[src/hw/rtl/ssi_sqrt.sv]
`timescale 1ns / 1ps
// ----------------------------------------------------------------------------
// ssi_sqrt
// Integer square root (floor), one root bit per cell.
// ----------------------------------------------------------------------------
module ssi_sqrt #(
	parameter int XW = 8
) (
	input  logic            clk,
	input  logic            en,
	input  logic [XW-1:0]   x,
	output logic [XW/2-1:0] root
);

	localparam int RW = XW / 2;

	logic [XW-1:0]   x_q    [RW];
	logic [RW-1:0]   root_q [RW];
	logic [RW+1:0]   rem_q  [RW];

	for (genvar k = 0; k < RW; k++) begin : g_cell
		logic [XW-1:0] x_in;
		logic [RW-1:0] root_in;
		logic [RW+1:0] rem_in;
		logic [RW+3:0] t;
		logic [RW+3:0] trial;
		logic          ge;

		if (k == 0) begin : g_first
			assign x_in    = x;
			assign root_in = '0;
			assign rem_in  = '0;
		end else begin : g_next
			assign x_in    = x_q[k-1];
			assign root_in = root_q[k-1];
			assign rem_in  = rem_q[k-1];
		end

		assign t     = {rem_in, x_in[XW-1 -: 2]};
		assign trial = (RW+4)'({root_in, 2'b01});
		assign ge    = t >= trial;

		always_ff @(posedge clk) begin
			if (en) begin
				x_q[k]    <= x_in << 2;
				root_q[k] <= {root_in[RW-2:0], ge};
				rem_q[k]  <= (RW+2)'(ge ? t - trial : t);
			end
		end
	end

	assign root = root_q[RW-1];

endmodule

[config.mk]
export PLATFORM = sky130hd
export DESIGN_NAME = ssi_sqrt
export DESIGN_NICKNAME = d
export VERILOG_FILES = /design/src/hw/rtl/ssi_sqrt.sv
export SDC_FILE = /design/constraint.sdc
export NUM_CORES = 1
export LEC_CHECK = 0
export ABC_AREA = 0
export BUFFER_PORTS_ARGS = -buffer_cell sky130_fd_sc_hd__buf_2
export CORE_MARGIN = 4
export CORE_UTILIZATION = 52
export CTS_CLUSTER_DIAMETER = 150
export CTS_CLUSTER_SIZE = 30
export DETAILED_ROUTE_END_ITERATION = 7
export GPL_ROUTABILITY_DRIVEN = 1
export PLACE_DENSITY = 0.74
export SETUP_SLACK_MARGIN = 0.4
export SYNTH_ARGS = -nofsm -noshare
export SYNTH_HDL_FRONTEND = slang
export SYNTH_SLANG_ARGS = --single-unit
[constraint.sdc]
create_clock -name clk -period 1.75 [get_ports clk]
set_input_delay 0.2625 -clock clk [delete_from_list [all_inputs] [get_ports clk]]
set_output_delay 0.2625 -clock clk [all_outputs]
set_load 0.01 [all_outputs]
==> summary.txt <==
Synthesis
  – Cells after Synth: ~110
  – Synthesized area: 1610 um^2
  – Area leader, netlist: edfxtp_1
  – Mean post-synth cell area: 14.9 um^2
  – Syn Nets: 129
  – Post-synthesis sequential area ratio: 0.689
  – Top cell type's share of synthesized area: 0.689
  – Most used flip-flop cell after synthesis: edfxtp_1
  – Top area cells in the synthesized netlist: edfxtp_1 69%, ha_1 8.5%, inv_1 3.0%, xnor2_1 2.2%, o21ai_0 1.9%
  – Post-synth EDFFs: 37
  – Yosys cell types: 29
  – Yosys reg bits: 37
  – Ys async rst share: 0
  – Yosys warnings: 0

CTS
  – H-tree level count: 2
  – Clock Pin Slew Worst Setup and Hold Paths: roughly 0.1 ns
  – CTS Root Cell: clkbuf_4
  – Maximum buffer depth of the clock tree: 2
  – CTS buffer count: 5
  – TritonCTS clock tree: built
  – Clk_lat worst skew: 0.33 ns
  – CTS Sinks: 37

Timing
  – Final Slew Violations: 0
  – Fmax: 0.528 GHz
  – Final period utilization: 1.08
  – Slack of the critical path: -0.144 ns
  – Tmin final: 1.89 ns
  – Unrepaired setup endpoints after global routing: true
  – Worst Skew: 0.00952 ns
  – Hold Fails Final Rpt: 0
  – Final setup fails: 8

Placed design
  – Port bufs: 13
  – DPL Wire Length: 1.54 mm
  – GPL Wtd Cong: 0.811
  – Pre-CTS setup slack: -0.221 ns

Power
  – Comb pwr share: 0.178
  – Max rail drop VDD: 0.746 mV
  – Internal Power: 0.00157 W
  – Sw Ratio: 0.225
  – Leak: 0.797 nW
  – Sw power: 0.000455 W
  – Pwr Density: 988 nW/um^2
  – Final Total Pwr: 0.00203 W
  – Seq pwr share: 0.551
  – Clock power frac: 0.271

Hold path
  – Hold/Removal Path Class: in2reg
  – Hold path depth: 1

Worst setup path
  – Worst path max stage delay: between 0.5 and 0.6 ns
  – Buf/Inv on CP: 0
  – R2R depth: 4
  – Worst path required time: 1.84 ns
  – Cell Chain, Critical Path: or4_4 -> a31oi_4 -> nor2b_4 -> mux2_4
  – Cell depth of the worst setup path: 4
  – Worst endpoint data arrival time: 1.98 ns
  – Crit start category: flip-flop
  – Worst-path maximum fanout: 4
  – Crit path max-delay family: simple AND/OR/NAND/NOR gates
  – Slowest CP cell: or4_4
  – Worst setup EP type: flip-flop
  – Setup CP Type: reg2reg

Route
  – Wirelength, routed: 2.30 mm
  – 1st-iter DRT viols: 29
  – Drt first pass iters: 4
  – DRT antenna net count: 0
  – DRC Markers: 0
  – Vias: 911
  – Vias/cell: 5.21
  – Routed length per placed instance: about 13 um

Die
  – Die Y: between 60 and 70 um
  – Die X: between 60 and 70 um
  – I/O pin count: 14
  – Cell Rows: 19
  – Core area: 2850 um^2
  – Initial Util: 0.565
  – Die area: 4060 um^2

Final layout
  – Inserted Diodes: 0
  – Final nets: 164
  – Layout cell share with drive strength beyond 1: 0.431
  – Synth-to-layout area growth: 27.2%
  – Fillers: 186

Global routing
  – First-pass GRT wire length: 3.92 mm
  – Vias in the first global route: 930
  – Initial antenna violation count: 0
  – Maximum number of pins on one net before global-route repair: 23
  – GRT Total Usage: 0.131
  – Total grt overflow: 0

Status
  – Failing checks: setup timing
  – Status: complete, but fails checks

Flow run
  – Max-cap viol count: 0
## cells in the mapped netlist, types with 2 or more instances
| library cell | number |
|---|---|
| a21oi_1 | 5 |
| edfxtp_1 | 37 |
| ha_1 | 11 |
| inv_1 | 13 |
| mux2_4 | 2 |
| nor2_1 | 6 |
| nor2b_1 | 2 |
| nor3_1 | 3 |
| o21ai_0 | 6 |
| xnor2_1 | 4 |
## metal layers
layer / vias to the layer above / GRT usage / wire (um)
li1: 460 / - / -
met1: 425 / 0.136 / 907
met2: 19 / 0.218 / 1200
met3: 7 / 0.0586 / 125
met4: 0 / 0.0782 / 65
met5: - / 0 / 0
## power by group through the flow
stage / clock network, W / registers (W) / logic (W)
3_5_place_dp: 0 / 0.00113 / 0.000269
4_1_cts: 0.000572 / 0.00111 / 0.000310
2_1_floorplan: 0 / 0.00113 / 0.000173
5_1_grt: 0.000625 / 0.00113 / 0.000401
6_report: 0.000548 / 0.00112 / 0.000361
3_3_place_gp: 0 / 0.00113 / 0.000255
## through the flow
stage / hold slack (ns) / instances / setup TNS, ns / utilization / cell area, um^2
6_report: 0.0964 / 175 / -0.754 / 0.719 / 2050
5_1_grt: 0.0470 / 175 / -1.71 / 0.719 / 2050
4_1_cts: 0.0684 / 169 / -0.584 / 0.685 / 1950
3_5_place_dp: 0.405 / 157 / -0.980 / 0.631 / 1800
3_3_place_gp: 0.400 / 157 / -0.396 / 0.631 / 1800
2_1_floorplan: 0.361 / 108 / -0.244 / - / 1650
## cells in the final DEF (no fill, tap or decap), types with 2 or more instances in the layout
cell type	n
inv_2	2
edfxtp_1	37
a21oi_2	2
ha_1	6
buf_6	2
clkbuf_4	5
ha_2	2
inv_1	11
buf_4	13
ha_4	3
nor2_1	5
mux2_4	2
o21ai_1	2
nor2b_4	2
nor3_2	2
xnor2_1	4
buf_2	13
o21ai_0	2
a21oi_1	2
o21ai_2	2
## path summary, 6_finish.rpt
check	start	to	slack, ns
min	x[5]	x_q[0][5]	0.1
max	rem_q[1][5]	rem_q[2][2]	-0.14
min reg2reg	x_q[0][2]	x_q[1][4]	0.43
max reg2reg	rem_q[1][5]	rem_q[2][2]	-0.14
## final cells by class
type / instances / area (um^2) / share of cell area
Clock buffer: 6 / 41.3 / 0.0201
Sequential cell: 37 / 1110 / 0.542
Tap cell: 31 / 38.8 / 0.0189
Clock inverter: 2 / 33.8 / 0.0165
Inverter: 13 / 48.8 / 0.0238
Multi-Input combinational cell: 57 / 572 / 0.279
Timing Repair Buffer: 29 / 205 / 0.100
## cell families (layout without fill, tap and decap cells)
logic type	after synthesis	count (layout)	share of synthesized area
DFF	37	37	0.689
and+or+nand+nor	20	20	0.0691
AOI/OAI and AO/OA	17	17	0.0652
buffers and inverters	14	50	0.0372
adders and majority gates	11	11	0.0853
xor gates and xnor gates	5	5	0.0272
muxes	3	3	0.0248
other	1	1	0.00233
## registers in the layout, summed over array words and instances (netlist names)
register / flops
x_q: 12
rem_q: 15
root_q: 10
## what timing repair did
item / in CTS / in global routing
hold endpoints to repair: 0 / 0
hold buffers: 0 / 0
pin swaps: 7 / 4
gates resized for setup: 11 / 14
cloned: 0 / 0
setup endpoints to repair: 14 / 15
setup buffers: 4 / 6
Note: power is estimated with default switching activity, not from simulation.
