`config.mk`:
```
export PLATFORM = sky130hd
export DESIGN_NAME = ssi_mul
export DESIGN_NICKNAME = d
export VERILOG_FILES = /design/src/hw/rtl/ssi_pkg.sv /design/src/hw/rtl/ssi_mul.sv
export SDC_FILE = /design/constraint.sdc
export NUM_CORES = 1
export LEC_CHECK = 0
export ABC_AREA = 0
export BUFFER_PORTS_ARGS = -buffer_cell sky130_fd_sc_hd__buf_2
export CELL_PAD_IN_SITES_DETAIL_PLACEMENT = 1
export CELL_PAD_IN_SITES_GLOBAL_PLACEMENT = 1
export CORE_MARGIN = 8
export CORE_UTILIZATION = 46
export DETAILED_ROUTE_END_ITERATION = 8
export PLACE_DENSITY = 0.86
export SLEW_MARGIN = 0
export SYNTH_ARGS = -nofsm -noshare
export SYNTH_HDL_FRONTEND = slang
export SYNTH_SLANG_ARGS = --single-unit
```
`constraint.sdc`:
```
create_clock -name clk -period 5.5 [get_ports clk]
set_input_delay 0.825 -clock clk [delete_from_list [all_inputs] [get_ports clk]]
set_output_delay 0.825 -clock clk [all_outputs]
set_load 0.05 [all_outputs]
```
`src/hw/rtl/ssi_pkg.sv`:
```
`timescale 1ns / 1ps
// ----------------------------------------------------------------------------
// ssi_pkg
// Shared constants and helpers for the segment / sphere intersection pipeline.
// ----------------------------------------------------------------------------
package ssi_pkg;

	localparam int COORD_WIDTH = 32;
	localparam int FRAC_BITS   = 16;

	// configuration register indexes
	localparam int CFG_IDX_W = 4;
	localparam logic [CFG_IDX_W-1:0] REG_CENTER_X = 4'd0;
	localparam logic [CFG_IDX_W-1:0] REG_CENTER_Y = 4'd1;
	localparam logic [CFG_IDX_W-1:0] REG_CENTER_Z = 4'd2;
	localparam logic [CFG_IDX_W-1:0] REG_RADIUS   = 4'd3;

	// multiplier digit per cell
	localparam int MUL_DIG = 16;

	// quotient bits produced by the divider row, clamp at 2**CLAMP_EXP
	localparam int QUOT_BITS = 63;
	localparam int CLAMP_EXP = 62;
	localparam int DIV_LAT   = QUOT_BITS + 2;

	// width of the point sum before saturation
	localparam int SUM_W = 66;

	function automatic int mul_lat(input int wb);
		return (wb + MUL_DIG - 1) / MUL_DIG;
	endfunction

endpackage

```
`src/hw/rtl/ssi_mul.sv`:
```
`timescale 1ns / 1ps
// ----------------------------------------------------------------------------
// ssi_mul
// Unsigned multiplier as a row of cells, one multiplier digit per cell.
// ----------------------------------------------------------------------------
module ssi_mul #(
	parameter int WA = 8,
	parameter int WB = 8
) (
	input  logic            clk,
	input  logic            en,
	input  logic [WA-1:0]   a,
	input  logic [WB-1:0]   b,
	output logic [WA+WB-1:0] p
);

	localparam int DIG  = ssi_pkg::MUL_DIG;
	localparam int NSTG = ssi_pkg::mul_lat(WB);
	localparam int WBP  = NSTG * DIG;
	localparam int WP   = WA + WB;
	localparam int PPW  = WA + DIG;

	logic [WA-1:0]  a_q   [NSTG];
	logic [WBP-1:0] b_q   [NSTG];
	logic [WP-1:0]  acc_q [NSTG];

	for (genvar k = 0; k < NSTG; k++) begin : g_cell
		logic [WA-1:0]  a_in;
		logic [WBP-1:0] b_in;
		logic [WP-1:0]  acc_in;
		logic [PPW-1:0] pp;

		if (k == 0) begin : g_first
			assign a_in   = a;
			assign b_in   = WBP'(b);
			assign acc_in = '0;
		end else begin : g_next
			assign a_in   = a_q[k-1];
			assign b_in   = b_q[k-1];
			assign acc_in = acc_q[k-1];
		end

		assign pp = PPW'(a_in) * PPW'(b_in[k*DIG +: DIG]);

		always_ff @(posedge clk) begin
			if (en) begin
				a_q[k]   <= a_in;
				b_q[k]   <= b_in;
				acc_q[k] <= acc_in + (WP'(pp) << (k * DIG));
			end
		end
	end

	assign p = acc_q[NSTG-1];

endmodule

```
==> reports/metrics.yaml, run 1 <==
outcome: "finished, final reports clean"
critical_path_class: "in -> reg"
postCtsSetupRepairBufs: 0
crit_buf_inv: 5
min_path_type: "in -> reg"
yosys.area.top_type_share_pct: 27.9
drt_iter0_drc: 36
crit_fanout: 8
cp.depth: 16
global_route.peak_usage_layer: "met2"
worst_slew_pin_slew_ns: 0.394
design.core.area_um2: 5470
die_area_um2: 8280
worstHoldPathCells: 2
grt.overflow.total: 0
max_cap_viol_count: 0
dp_hpwl_um: 5060
synthesis.nets: 349
finalWorstPathRequiredPeriod_ns: 4.67
synth.lib_cells_used.distinct: 29
die_width_um: 91
tns_setup_ns: 0
routed_wl_um: 5850
timing.final.crit_share_pct: 84.9
remaining_number_of_nets_flagged_by_the_antenna_check_after_routing: 0
layout_top_registers: "acc_q x16"
finalCoreUtilization_pct: 52.8
gp_routability_congestion: 0.862
grt_max_degree: 17
groute.layer.met3.usage_pct: 2.55
cts_tree: "yes"
yosysTopAreaCell: "fa_1"
n_antenna_cell: 0
postSynth.asyncResetShare_pct: 0
proportion_of_synthesized_chip_area_in_sequential_cells_pct: 18.6
routedWlPerCell_um: 15.9
critical_path.cell_chain: "buf_2, and2_1, fa_1, inv_1, fa_1, inv_1, fa_1, inv_1, fa_1, inv_1, ha_1, and2_4, a221oi_2, nand2_1, a31oi_1, xnor2_1"
drt-pass1-iter-count: 4
final_nets: 387
setup_viol_count_final: 0
crit_path_max_delay_cell_type: "fa_1"
yosys_warnings: 0
finalPower_mw: 1.14
cts_root_buf: "clkbuf_8"
synth_area_leaders: "fa_1 (28%), edfxtp_1 (19%), ha_1 (17%), and2_1 (11%), inv_1 (7.1%)"
clkSinkCount: 16
first_global_vias: 2128
ys.flop_type: "edfxtp_1"
power.density_cell_area_nw_per_um2: 394
drt-vias-per-instance: 5.20
cp_data_arrival_time_ns: 4.66
grtUsageTotal_pct: 14.7
largest_register_ff_count: 16
worstSetupEndpointType: "flip-flop"
dieHeight_um: 91
relative_area_change_from_synthesis_to_final_layout_pct: 11.6
grt_first_pass_wirelength_um: 10100
via_count: 1913
cts_inserted_buffers: 3
gr-usage-met2_pct: 28.4
path_clk_slew_ns: 0.06
finalHoldViolations: 0
crit_family: "adder cells"
postSynthRegisterBits: 16
worst-endpoint-required_ns: 5.49
post_synth.cell_area_avg_um2: 9.99
netlist_area_um2: 2590
number_of_enable_flip_flop_cells_after_synthesis: 16
unrepaired_setup_endpoints_after_global_routing: "no"
critical_path_startpoint_category: "input port"
fp-row-count: 27
post_cts.resized_instances: 0
grt_antenna_before_repair: 0
io_buffer_count: 33
floorplan.initialDensity_pct: 47.3
post_synth_inst_count: 259
post_route_cells_drive_above_1_share_pct: 13.9
m1_gr_usage_pct: 16.2
critical-path-max-stage-delay_ns: 0.54
fmaxAchievable_mhz: 214
cts_max_level: 1
pin_count: 34
final-max-slew-violation-count: 0
number_of_hold_repair_buffers_added_at_the_cts_stage: 0
power.ir.vdd_worst_mv: 0.278
cts_buffer_depth: 2
largest-register: "acc_q"
max_slew_margin_pct: 73.4
route.detailed.drc: 0
leakagePower_nw: 1.48
==> per-stage QoR <==
stage	worst slack, ns	hold WS (ns)	area, um2	cells
2_1_floorplan	0.971	0.937	2590	259
3_3_place_gp	0.711	1.23	2840	364
3_5_place_dp	0.573	1.24	2840	364
4_1_cts	0.829	0.976	2890	368
5_1_grt	0.620	0.986	2890	368
6_report	0.830	0.972	2890	368
==> kinds of logic after synthesis <==
logic type      after synthesis  share of synthesized area [%]
xor+xnor                     11                           3.72
simple gates                 88                           18.7
buf+inv                      49                           7.11
flops                        16                           18.6
compound gates               23                           6.62
fa+ha+maj                    72                           45.3
==> final cells by class <==
class,instances,area [um2]
well taps,72,90.1
inverters,49,184
clock buffers,3,41.3
flip-flops and latches,16,480
repair buffers,33,165
clock inverters,1,3.75
fillers,655,2580
multi-input cells,194,1920
==> cells in the mapped netlist, types with 4 or more instances <==
cell type	count
ha_1	36
and2_1	47
a21oi_1	5
edfxtp_1	16
fa_1	36
xor2_1	4
xnor2_1	7
inv_1	49
nand2_1	23
nor2_1	6
o21a_1	4
==> per-layer routing <==
| metal | part of all wire [%] | routed length (um) |
|---|---|---|
| met5 | 0 | 0 |
| met4 | 0.75 | 44 |
| met3 | 2.8 | 166 |
| met1 | 38 | 2220 |
| met2 | 58 | 3420 |
==> final timing paths <==
check	to	startpoint	slack, ns
min	acc_q[0][0]$_DFFE_PP_	b[0]	0.97
max	acc_q[0][11]$_DFFE_PP_	b[4]	0.83
==> power breakdown <==
group / total, mW / switching, mW / internal (mW) / leakage, nW
Sequential: 0.220 / 0.00843 / 0.211 / 0.156
Clock: 0.0882 / 0.0387 / 0.0495 / 0.0231
Combinational: 0.829 / 0.517 / 0.312 / 1.30
Total: 1.14 / 0.564 / 0.573 / 1.48
==> placed cells by master, fill, tap and decap left out, types with 4 or more instances in the layout <==
cell type / n
a21oi_1: 5
and2_1: 47
buf_2: 33
edfxtp_1: 16
fa_1: 36
ha_1: 36
inv_1: 49
nand2_1: 23
nor2_1: 6
o21a_1: 4
xnor2_1: 7
xor2_1: 4
No activity file was read; power rests on OpenSTA's default activity.
==> run 2: changes to the inputs <==
Settings changed: ABC_AREA 0 to 1, CORE_UTILIZATION 46 to 44, PLACE_DENSITY 0.86 to 0.87.
Clock period 5.5 ns to 4.52 ns, I/O delays scaled along.
==> run 2 against run 1 <==
Effect of this change:
- setup slack worse by 0.50 ns
- final area up 9.0%
- global-route usage up 1.3 points
- synthesized cell count up 51%
- non-clock buffer count up 2
- die area up 14%
- via count up 23%
- combinational power up 33%
- clock power up 29%
- sequential share of layout area down 1.4 points
- area after synthesis up 12%
- sequential power up 21%
- critical path type unchanged
==> reports/metrics.yaml, run 2 <==
postCtsSetupRepairBufs: 0  # unchanged
die_area_um2: 9410  # +14%
fmaxAchievable_mhz: 239
largest_register_ff_count: 16  # unchanged
io_buffer_count: 33  # unchanged
area_of_combinational_cells_with_multiple_inputs_um2: 1870  # -2.6%
via_count: 2347  # +23%
yosys.area.top_type_share_pct: 25.0  # -2.9 points
cts_tree: "yes"
mostFrequentLayoutCells: "inv_1 (123), nand2_1 (122), fa_1 (36), ha_1 (36), buf_2 (33)"
routed_wl_um: 6980  # +19%
cts_root_buf: "clkbuf_8"
design.core.area_um2: 6350  # +16%
tns_setup_ns: 0  # unchanged
worstSetupEndpointType: "flip-flop"
power.ir.vdd_worst_mv: 0.324  # +16%
final_nets: 505  # +30%
cts_inserted_buffers: 3  # unchanged
pin_count: 34  # unchanged
yosys.cell_count.top_type: "inv_1"
layout.cells.non_filler: 491  # +33%
drt-pass1-iter-count: 4  # unchanged
postSynth.asyncResetShare_pct: 0  # unchanged
synth.lib_cells_used.distinct: 16  # -45%
timing.final.crit_share_pct: 92.7
cts_buffer_depth: 2  # unchanged
first_global_vias: 2751  # +29%
gp_routability_congestion: 0.901  # +4.6%
netlist_area_um2: 2890  # +12%
synthesis.nets: 481  # +38%
yosysTopAreaCell: "fa_1"
grt_antenna_before_repair: 0  # unchanged
drt_iter0_drc: 67  # +86%
proportion_of_synthesized_chip_area_in_sequential_cells_pct: 16.6  # -1.9 points
worstHoldPathCells: 3  # +1
holdCritStartpoint: "b[0]"
grt_first_pass_wirelength_um: 12500  # +24%
drt-vias-per-instance: 4.78  # -8.0%
critical_path_startpoint_category: "input port"
grt_max_degree: 17  # unchanged
floorplan.initialDensity_pct: 45.5  # -1.8 points
layout_top_registers: "acc_q x16"
routedWlPerCell_um: 14.2  # -11%
max_cap_viol_count: 0  # unchanged
cts_max_level: 1  # unchanged
leakagePower_nw: 2.08  # +41%
worst-endpoint-required_ns: 4.53  # -0.96 ns
unrepaired_setup_endpoints_after_global_routing: "no"
post_synth.cell_area_avg_um2: 7.38  # -26%
dp_hpwl_um: 5970  # +18%
power.density_cell_area_nw_per_um2: 471  # +20%
critical_path_class: "in -> reg"
path_clk_slew_ns: 0.07  # about the same
dpl-instance-area_um2: 3100  # +9.2%
post_route_cells_drive_above_1_share_pct: 12.1  # -1.8 points
largest-register: "acc_q"
synth_area_leaders: "fa_1 (25%), edfxtp_1 (17%), inv_1 (16%), nand2_1 (16%), ha_1 (16%)"
setup_viol_count_final: 0  # unchanged
route.detailed.drc: 0  # unchanged
remaining_number_of_nets_flagged_by_the_antenna_check_after_routing: 0  # unchanged
finalPower_mw: 1.48  # +30%
dieHeight_um: 97.0  # +6.6%
fillCellCount: 832  # +27%
finalHoldViolations: 0  # unchanged
n_antenna_cell: 0  # unchanged
clkSinkCount: 16  # unchanged
post-route-cell-area_um2: 3150  # +9.0%
min_path_type: "in -> reg"
worst_hold_path.endpoint: "acc_q[0][0]$_DFFE_PP_"
number_of_enable_flip_flop_cells_after_synthesis: 16  # unchanged
grt.overflow.total: 0  # unchanged
crit_fanout: 8  # unchanged
number_of_hold_repair_buffers_added_at_the_cts_stage: 0  # unchanged
synthTopCellsByCount: "inv_1 (123), nand2_1 (122), fa_1 (36), ha_1 (36)"
outcome: "finished, final reports clean"
ys.flop_type: "edfxtp_1"
finalCoreUtilization_pct: 49.6  # -3.2 points
layout_commonest_cell: "inv_1"
cp_data_arrival_time_ns: 4.20  # -0.46 ns
die_width_um: 97.0  # +6.6%
postSynthRegisterBits: 16  # unchanged
placed_cells: 487  # +34%
grtUsageTotal_pct: 15.9  # +1.3 points
post_synth_inst_count: 391  # +51%
max_slew_margin_pct: 72.5  # -0.91 points
post_cts.resized_instances: 0  # unchanged
yosys_warnings: 0  # unchanged
relative_area_change_from_synthesis_to_final_layout_pct: 9.06
area.sequential_um2: 480  # unchanged
finalWorstPathRequiredPeriod_ns: 4.19
final-max-slew-violation-count: 0  # unchanged
fp-row-count: 29  # +7.4%
worst_slew_pin_slew_ns: 0.413  # +0.0187 ns
run 2: changes by cell type in the layout (fill, tap and decap cells not counted), moves of 5 or more:
cell	change
nand3_1	+8
nand4_1	+5
inv_1	+74
xnor2_1	-6
and2_1	-47
nand2_1	+99
run 2: area by class of cell:
class	instances	share of cell area [%]
multi-input combinational	233	59.5
sequential	16	15.3
inverter	126	15.0
timing repair buffer	35	5.72
tap	77	3.06
clock buffer	3	1.31
clock inverter	1	0.119
run 2: through the flow:
step	worst slack, ns	hold WS [ns]
2_1_floorplan	0.250	0.790
6_report	0.330	0.854
3_3_place_gp	0.150	1.08
5_1_grt	0.132	0.858
4_1_cts	0.314	0.845
3_5_place_dp	0.0930	1.11
run 2: worst max path at each step:
stage | from | endpoint | depth (start not counted)
final | b[4] | acc_q[0][14]$_DFFE_PP_ | 20
after global routing | b[4] | acc_q[0][15]$_DFFE_PP_ | 19
after CTS | b[4] | acc_q[0][14]$_DFFE_PP_ | 20
after detailed placement | b[4] | acc_q[0][14]$_DFFE_PP_ | 20
after global placement | b[7] | acc_q[0][14]$_DFFE_PP_ | 18
after floorplan | b[7] | acc_q[0][14]$_DFFE_PP_ | 18
run 2: cells by family (layout without fill, tap and decap cells):
group,after synthesis,after routing,synth area share (%)
AND/OR/NAND/NOR,150,150,21.5
flip-flops,16,16,16.6
XOR/XNOR,7,7,2.12
adder cells (fa/ha/maj),72,72,40.6
AO/OA/AOI/OAI,4,4,0.694
buffers and inverters,142,165,18.5
run 2: layer usage:
metal  track usage [%]  wire [um]  vias to the layer above
met5                 0          0                        -
met4              3.91        114                        0
met3              1.92        203                        9
met2              31.8       3810                       30
met1              16.9       2850                     1152
li1                  -          -                     1156
run 2: report_power, final:
group	switching, mW	internal (mW)
clock	0.0532	0.0604
sequential	0.0110	0.255
combinational	0.757	0.345
run 2: critical path, cell delays in order:
cell,delay (ns)
buf_2,0.15
nand2_1,0.10
inv_1,0.06
fa_1,0.53
inv_1,0.05
fa_1,0.47
inv_1,0.06
fa_1,0.53
inv_1,0.06
fa_1,0.53
inv_1,0.04
ha_1,0.35
nand2_1,0.09
nand2_1,0.07
nand2_1,0.07
nand2_1,0.08
nand2_1,0.10
nand3_1,0.08
nand2_1,0.06
nand2_1,0.04
